## config.mk

```make
export PLATFORM = sky130hd
export DESIGN_NAME = rtq_fifo
export DESIGN_NICKNAME = d
export VERILOG_FILES = /design/src/hdl/rtq_pkg.sv /design/src/hdl/rtq_fifo.sv
export SDC_FILE = /design/constraint.sdc
export NUM_CORES = 1
export LEC_CHECK = 0
export BUFFER_PORTS_ARGS = -buffer_cell sky130_fd_sc_hd__buf_2
export CAP_MARGIN = 20
export CORE_MARGIN = 2
export CORE_UTILIZATION = 52
export CTS_CLUSTER_DIAMETER = 60
export DETAILED_ROUTE_END_ITERATION = 10
export MAX_ROUTING_LAYER = met4
export PLACE_DENSITY_LB_ADDON = 0.2
export SLEW_MARGIN = 5
export SYNTH_ARGS = -nofsm -noshare
export SYNTH_HDL_FRONTEND = slang
export SYNTH_SLANG_ARGS = --single-unit
export TNS_END_PERCENT = 10
```

## constraint.sdc

```tcl
create_clock -name i_clk -period 11.7 [get_ports i_clk]
set_clock_uncertainty 0.2 [all_clocks]
set_input_delay 0.585 -clock i_clk [delete_from_list [all_inputs] [get_ports i_clk]]
set_output_delay 0.585 -clock i_clk [all_outputs]
set_load 0.005 [all_outputs]
```

## src/hdl/rtq_pkg.sv

```systemverilog
// Shared types, command codes and constants for the retransmit outbox queue.
// No dependencies.
package rtq_pkg;

    localparam int DEF_CAPACITY = 16;

    localparam logic [31:0] ACK_TIMEOUT_RESET = 32'd10000;

    // floor(x / 1000) == (x * DIV1000_MUL) >> DIV1000_SH for every 32-bit x
    localparam logic [28:0] DIV1000_MUL = 29'd274877907;
    localparam int          DIV1000_SH  = 38;
    localparam int          PROD_W      = 61;

    localparam logic [2:0] CMD_ENQ_TEMP    = 3'd0;
    localparam logic [2:0] CMD_ENQ_BUBBLE  = 3'd1;
    localparam logic [2:0] CMD_POLL        = 3'd2;
    localparam logic [2:0] CMD_RECORD_SEND = 3'd3;
    localparam logic [2:0] CMD_LOST        = 3'd4;
    localparam logic [2:0] CMD_ACK         = 3'd5;
    localparam logic [2:0] CMD_COMPARE     = 3'd6;
    localparam logic [2:0] CMD_CLEAR       = 3'd7;

    localparam logic KIND_TEMP   = 1'b0;
    localparam logic KIND_BUBBLE = 1'b1;

    typedef struct packed {
        logic [2:0]  cmd;
        logic [31:0] sequence_req;
        logic        sequence_ok;
        logic [31:0] captured_at_ms;
        logic [31:0] payload_a;
        logic [31:0] payload_b;
        logic [31:0] payload_c;
        logic        payload_flag;
        logic        link_ready;
        logic [31:0] now_ms;
    } t_item;

    typedef struct packed {
        logic        ok;
        logic        is_retry;
        logic [4:0]  entry_count;
        logic [31:0] dropped_count;
        logic        last_dropped_kind;
        logic [31:0] last_dropped_sequence;
        logic        head_kind;
        logic [31:0] head_sequence;
        logic [22:0] head_age_seconds;
        logic [63:0] head_payload_low;
        logic [32:0] head_payload_high;
    } t_result;

    // Classified command handed from the front to the back.
    typedef struct packed {
        logic [2:0]  cmd;
        logic        enq_ok;
        logic        kind;
        logic        flag;
        logic [31:0] seq;
        logic [31:0] cap_t;
        logic [31:0] pa;
        logic [31:0] pb;
        logic [31:0] pc;
        logic        link;
        logic [31:0] now;
    } t_work;

    typedef struct packed {
        logic        kind;
        logic        flag;
        logic [31:0] seq;
        logic [31:0] time_ms;
        logic [63:0] ab;
        logic [31:0] c;
    } t_slot;

    typedef struct packed {
        logic empty;
        logic full;
    } t_q_stat;

    // IEEE single equality on raw bits: NaN never equal, +0 equals -0.
    function automatic logic fp_eq(input logic [31:0] x, input logic [31:0] y);
        logic x_nan;
        logic y_nan;
        x_nan = (x[30:23] == 8'hFF) && (x[22:0] != 23'd0);
        y_nan = (y[30:23] == 8'hFF) && (y[22:0] != 23'd0);
        if (x_nan || y_nan) begin
            return 1'b0;
        end
        if (x[30:0] == 31'd0 && y[30:0] == 31'd0) begin
            return 1'b1;
        end
        return x == y;
    endfunction

endpackage

```

## src/hdl/rtq_fifo.sv

```systemverilog
// Two-entry queue of classified commands between front and back.
// Depends on rtq_pkg.
module rtq_fifo import rtq_pkg::*; (
    input  logic    i_clk,
    input  logic    i_rst_n,
    input  logic    i_push,
    input  t_work   i_wdata,
    input  logic    i_pop,
    output t_work   o_rdata,
    output t_q_stat o_stat
);
    t_work      r_mem [2];
    logic       r_wp;
    logic       r_rp;
    logic [1:0] r_cnt;

    assign o_rdata     = r_mem[r_rp];
    assign o_stat.empty = (r_cnt == 2'd0);
    assign o_stat.full  = (r_cnt == 2'd2);

    always_ff @(posedge i_clk) begin
        if (i_push) begin
            r_mem[r_wp] <= i_wdata;
        end
    end

    always_ff @(posedge i_clk) begin
        if (!i_rst_n) begin
            r_wp  <= 1'b0;
            r_rp  <= 1'b0;
            r_cnt <= 2'd0;
        end else begin
            if (i_push) begin
                r_wp <= ~r_wp;
            end
            if (i_pop) begin
                r_rp <= ~r_rp;
            end
            r_cnt <= r_cnt + {1'b0, i_push} - {1'b0, i_pop};
        end
    end

    a_no_overflow: assert property (@(posedge i_clk) disable iff (!i_rst_n)
        !(i_push && !i_pop && r_cnt == 2'd2))
        else $error("queue overflow");
    a_no_underflow: assert property (@(posedge i_clk) disable iff (!i_rst_n)
        !(i_pop && r_cnt == 2'd0))
        else $error("queue underflow");
    a_cnt_range: assert property (@(posedge i_clk) disable iff (!i_rst_n)
        r_cnt != 2'd3)
        else $error("queue count out of range");
endmodule

```

## Yosys cells after proc, flatten, opt, wreduce, memory -nomap -nowiden

Memories as Yosys holds them, arrays and structs flattened. A register that Yosys moved wholly into a read port is not among the register bits.
Cells that the tools add are included.

| word-level totals | value |
|---|---|
| bits in registers | 4 |
| memory bits (writable) | 398 |
| input port bits | 203 |
| word-level logic and storage cells | 14 |
| memories kept | 1 |

Memories:

| memory | depth | width | rd ports | clocked after Yosys merged registers in | write ports | line | RTL |
|---|---|---|---|---|---|---|---|
| r_mem | 2 | 199 | 1 | 1 | 1 | rtq_fifo.sv:12 | `t_work r_mem [2];` |

| operators by class | value |
|---|---|
| add/subtract/negate cells | 2 |
| equal/unequal tests | 1 |
| multiplexer cells | 4 |
| bitwise logic cells | 2 |
| reduce and logical (&&, ||, !) cells | 1 |

Operators with widths:

| operator | number |
|---|---|
| $mux W1 | 4 |
| $add A2 B1 Y2 | 1 |
| $eq A2 B2 Y1 const B | 1 |
| $logic_not A2 Y1 | 1 |
| $not A1 Y1 | 2 |
| $sub A2 B1 Y2 | 1 |

## Depth between registers and ports, before layout

Gate-level depths: netlist (run 1).

| logic depth | value |
|---|---|
| depth after elaboration | 3 |
| gate-level depth with buffers | 6 |
| gate-level depth less buffers | 6 |

## Worst setup path before layout (run 1)

No wires, ideal clock.

| timing | value |
|---|---|
| path kind | input -> register |
| from | in i_push |
| to | reg r_wp |
| arrival | 9895 ps |
| required time | 11401 ps |
| slack | 1506 ps |
| cell stages on the path | 2 |
| buffers on the path | 0 |
| cell sequence | nor2b_1 > o21a_1 |

RTL lines:

| what | line | RTL |
|---|---|---|
| from (decl) | rtq_fifo.sv:6 | `input logic i_push,` |
| to (signal assigned) | rtq_fifo.sv:34 | `r_wp <= ~r_wp;` |
| to (decl) | rtq_fifo.sv:13 | `logic r_wp;` |

==> run metrics, run 1 <==
Setup crit start kind=register; Gate Count Post-Synth=640; Fillers=1,978; pwr dens=179.7 mW/mm²; GR Util All Layers=19.37%; die width=173.8 µm; initial antenna violation count=8; CP arrival=3.40 ns; Area Overhead vs Synth=25.60%; share of post-route cells with drive strength above 1=61.27%; Residual DRC=0; layout net count=1,277; CTS tree=done; DP HPWL=about 20,000 µm; top cell type's share of synthesized area=79.73%; initial DRC count=between 500 and 600; Top delay family on crit path=buffers and inverters; cts bufs inserted=41; Most common cell on crit path=buf_4; internal power=0.002690 W; HP Class=primary input to register; final setup fails=0; I/O pin total=404; Buf/Inv on CP=3; Critical-path top delay cell=dfxtp_4; final worst-path cycle share=35.74%; total clock sinks=403; vias in the first global route=between 7,000 and 8,000; fmax=between 200 and 250 MHz; global route total overflow=0; detailed-route wire length=29,420 µm; DP Area=0.01736 mm²; combinational share of power=9.2%; root buf cell=clkbuf_16; syn avg cell area=23.42 µm²; Resized Gates After CTS=0; Synth area leaders=edfxtp_1 80%, mux2_4 10%, mux2_2 7.4%; Clk pwr share=just over 40%; Slew @ Worst Pin=between 1 and 1.5 ns; Synth cell types=14; Net Sw Frac=20.48%; Critical Path RT=~11 ns; H-tree Lvls=2; sequential cell area=0.01206 mm²; Sw Pwr=about 0.00069 W; worst-path maximum fanout=between 50 and 60; final hold viol count=0; Crit Path Class=register to output pin; core area=roughly 0.029 mm²; gp weighted congestion=between 0.7 and 0.8; most common cell after layout, fill and taps aside=buf_2; mapped cell area=0.01499 mm²; vias per cell=4.972; Leakage=7.292 nW; register area share after synthesis=80.39%; # hold bufs at CTS=0; post-CTS setup repair buffer count=0; vias post-DR=approximately 7,400; row cnt=62; CP cell instances=buf_4 -> buf_4 -> mux2_2 -> buf_2; Reg power frac=50.2%; DRT Pass-1 Iters=5; setup TNS=0 ns; Slew headroom=31.70%; ANT nets after route=0; design area=around 0.019 mm²; min Tclk post-route=4.181 ns; fin. max-slew vios=0; Synth Warn #=0; post-DR wirelength/cell=19.65 µm; Die H=173.8 µm; worst-skew pair later-pin latency=0.52 ns; Reg clk slew, reported paths=0.06 ns; CP Capture Type=output pin; Syn Nets=845; RSZ-0062 raised after global routing=false; Synth Register Bits=403; I/O Buffers=403; first-pass GRT wire length=roughly 43,000 µm; die area=between 0.03 and 0.04 mm²; most frequent cells in the layout=403 x buf_2, 398 x edfxtp_1, 100 x mux2_4; max cap viols=0; outcome=completed; Final Power=0.003383 W; peak supply drop=0.2108 mV; worst stage delay on the critical path=0.86 ns; clock tree buffer depth=3; starting density of the core=52.51%; post-synth top area cell=edfxtp_1; largest net degree at the start of global routing=78; area of the multi-input gates=around 0.0027 mm²
[path summary, 6_finish.rpt]
kind / startpoint / to / slack [ns] / cells after the start
worst min register to register: r_rp$_SDFFE_PN0P_ / register / 0.39 / 2
worst min-delay path: i_wdata[38] / r_mem[0][38]$_DFFE_PP_ / 0.05 / 1
worst max-delay path: register / o_rdata[16] / 7.52 / 4
worst max register to register: r_wp$_SDFFE_PN0P_ / r_mem[0][135]$_DFFE_PP_ / 8.86 / 3
[routing by layer]
layer	up-vias	part of all wire [%]	global-route usage [%]
li1	3431	-	-
met3	52	9.8	7.105
met5	-	0	-
met1	3623	39	22.96
met2	337	49	30.76
met4	0	2.8	6.758
[logic make-up (layout without fill, tap and decap cells)]
| family | after synthesis | after routing | synth area share [%] |
|---|---|---|---|
| other | 0 | 8 | 0 |
| buffers and inverters | 24 | 489 | 1.369 |
| xor gates and xnor gates | 2 | 2 | 0.2087 |
| adders and majority gates | 2 | 2 | 0.1669 |
| DFF | 403 | 403 | 80.39 |
| muxes | 199 | 199 | 17.45 |
| and+or+nand+nor | 9 | 9 | 0.3588 |
| AOI/OAI and AO/OA | 1 | 1 | 0.05010 |
[metrics by stage]
stage                     util [%]  std cells  hold slack, ns  setup WS (ns)
after floorplan                  -        640          0.3546          1.506
after global placement       60.83       1413          0.3629          8.016
after detailed placement     60.83       1413          0.3692          7.999
after CTS                    65.88       1489         0.02750          7.415
after global routing         65.95       1497         0.02129          7.304
final                        65.95       1497         0.04548          7.519
[power groups by stage]
stage / sequential [W] / clock [W] / combinational (W)
global placement: 0.00173 / 0 / 0.000309
global route: 0.00170 / 0.00146 / 0.000336
finish: 0.00170 / 0.00137 / 0.000312
detailed placement: 0.00173 / 0 / 0.000314
floorplan: 0.00173 / 0 / 0.000185
CTS: 0.00170 / 0.00140 / 0.000317
[registers in the layout, indices dropped and copies added, names as in the netlist, named ones only]
signal  flops
r_rp        1
r_wp        1
r_mem     398
r_cnt       2
[synth_stat cells]
master      n
edfxtp_1  398
mux2_4    100
mux2_2     99
buf_6      14
buf_2       8
dfxtp_1     5
and2_1      4
nor2b_1     4
ha_1        2
inv_1       2
nor2_1      1
o21a_1      1
xnor3_1     1
xor2_1      1
[layout make-up]
class | instances | area share [%]
clock inverter | 29 | 1.874
multi-input combinational | 213 | 14.57
tap | 384 | 2.552
clock buffer | 47 | 5.795
sequential | 403 | 64.03
antenna | 8 | 0.1063
inverter | 2 | 0.03987
timing repair buffer | 411 | 11.03
(Power assumes the default switching activity.)
==> inputs of run 2 (changes only) <==
clock period = 4.1 ns   (was 11.7 ns; I/O delays follow)
==> run metrics, run 2 (same netlist as run 1, synthesis figures left out) <==
hold depth=2 (+1); clock tree buffer depth=3 (unchanged); Sw Pwr=0.001961 W (+180%); hold wc startpoint=i_wdata[20]; detailed-route wire length=32,960 µm (+12%); worst-path maximum fanout=62 (+5.1%); CTS tree=done; DP HPWL=20,510 µm (+4.5%); biggest regs=r_mem: 398 flops, r_cnt: 2 flops; worst stage delay on the critical path=0.79 ns (-0.07 ns); H-tree Lvls=2 (unchanged); max cap viols=0 (unchanged); Slew @ Worst Pin=0.9437 ns (-0.08073 ns); global route total overflow=0 (unchanged); Reg power frac=52.0% (+1.8 points); most frequent cells in the layout=403 x buf_2, 398 x edfxtp_1, 203 x dlygate4sd3_1; Reg clk slew, reported paths=0.06 ns (about the same); min Tclk post-route=2.742 ns; final setup fails=0 (unchanged); worst flop-to-flop path endpoint=r_mem[1][120]$_DFFE_PP_; total clock sinks=403 (unchanged); I/O Buffers=403 (unchanged); first-pass GRT wire length=49,590 µm (+15%); root buf cell=clkbuf_16; Die H=173.8 µm (unchanged); pwr dens=449.4 mW/mm² (+150%); final core occ=72.55% (+6.6 points); flop2flop setup slack=1.89 ns (-6.97 ns); GR Util All Layers=21.99% (+2.6 points); DRT Pass-1 Iters=4 (-1); vias post-DR=8,359 (+12%); post-DR wirelength/cell=19.44 µm (-1.1%); largest net degree at the start of global routing=87 (+12%); Placed Instances=1,419 (+0.42%); Final Non-Filler Cells=1,695 (+13%); die area=0.03020 mm² (unchanged); most common cell after layout, fill and taps aside=buf_2; Slew headroom=37.08% (+5.4 points); row cnt=62 (unchanged); Most flops, register=r_mem; Clk pwr share=36.3% (-4.3 points); share of post-route cells with drive strength above 1=51.11% (-10 points); r2r worst-path depth=2 (-1); outcome=completed; die width=173.8 µm (unchanged); final hold viol count=0 (unchanged); gp weighted congestion=0.7579 (+0.24%); I/O pin total=404 (unchanged); Crit Path Class=register to output pin; Area Overhead vs Synth=38.17%; fmax=between 300 and 400 MHz; vias per cell=4.932 (-0.81%); post-CTS setup repair buffer count=0 (unchanged); Critical-path top delay cell=dfxtp_4; layout net count=1,486 (+16%); starting density of the core=52.51% (unchanged); Residual DRC=0 (unchanged); R2R Path Start=r_wp$_SDFFE_PN0P_; worst-skew pair later-pin latency=0.51 ns (about the same); peak supply drop=0.4534 mV (+120%); vias in the first global route=9,132 (+19%); Leakage=8.085 nW (+11%); CP cell instances=buf_12 -> mux2_2 -> buf_2; Hold Path End=r_mem[1][20]$_DFFE_PP_; ANT nets after route=0 (unchanged); combinational share of power=11.7% (+2.5 points); Net Sw Frac=21.07% (+0.59 points); initial antenna violation count=2 (-6); CP arrival=2.34 ns (-1.06 ns); fin. max-slew vios=0 (unchanged); core area=0.02855 mm² (unchanged); cts bufs inserted=41 (unchanged); Critical Path RT=3.69 ns (-7.23 ns); initial DRC count=536 (+1.9%); max FFs per register=398 (unchanged); HP Class=primary input to register; RSZ-0062 raised after global routing=false; Setup crit start kind=register; internal power=0.007347 W (+170%); CP Capture Type=output pin; final worst-path cycle share=66.89%
## run 2: stage by stage
step	hold WS (ns)	setup WS, ns	setup TNS [ns]	total power [W]	instance area, µm²
2_1_floorplan	0.1039	-1.578	-313.99	0.005443	15000
3_3_place_gp	0.1922	1.850	0	0.005830	17470
3_5_place_dp	0.1963	1.852	0	0.005858	17470
4_1_cts	0.1876	1.302	0	0.009386	20710
5_1_grt	0.1992	1.239	0	0.009637	20710
6_report	0.2141	1.358	0	0.009309	20710
## run 2: area by class of cell
class / instances / area, µm²
multi-input combinational: 213 / 2744
antenna: 2 / 5.005
fill: 1744 / 7835
clock buffer: 50 / 1060
tap: 384 / 480.5
clock inverter: 21 / 143.9
sequential: 403 / 12060
inverter: 2 / 7.507
timing repair buffer: 620 / 4217
## run 2: power groups by stage
stage               Sequential (W)  Combinational [W]  Clock, W
global route               0.00486            0.00117   0.00361
detailed placement         0.00493           0.000932         0
CTS                        0.00484            0.00110   0.00345
finish                     0.00484            0.00109   0.00338
floorplan                  0.00491           0.000529         0
global placement           0.00491           0.000918         0
## run 2: routing by layer
metal	wire [µm]	vias to the layer above	GRT usage [%]
met5	0	-	-
li1	-	3845	-
met3	2799	64	6.820
met4	880	0	6.653
met2	16740	350	37.53
met1	12540	4100	24.96
## run 2: worst max-delay path by stage
stage,from,end
after detailed placement,register,o_rdata[76]
after floorplan,r_wp$_SDFFE_PN0P_,r_mem[1][0]$_DFFE_PP_
final,register,o_rdata[76]
after global placement,register,o_rdata[74]
after global routing,register,o_rdata[77]
after CTS,register,o_rdata[76]
## run 2: what timing repair did
item,in CTS,in global routing
endpoints found under the setup margin,0,0
hold buffers,203,0
resized for setup,0,0
endpoints found under the hold margin,403,0
## run 2: critical path: cells and delay by family (launching register included)
kind | cells | cell delay, ns
buffers and inverters | 2 | 0.59
muxes | 1 | 0.39
DFF | 1 | 0.79
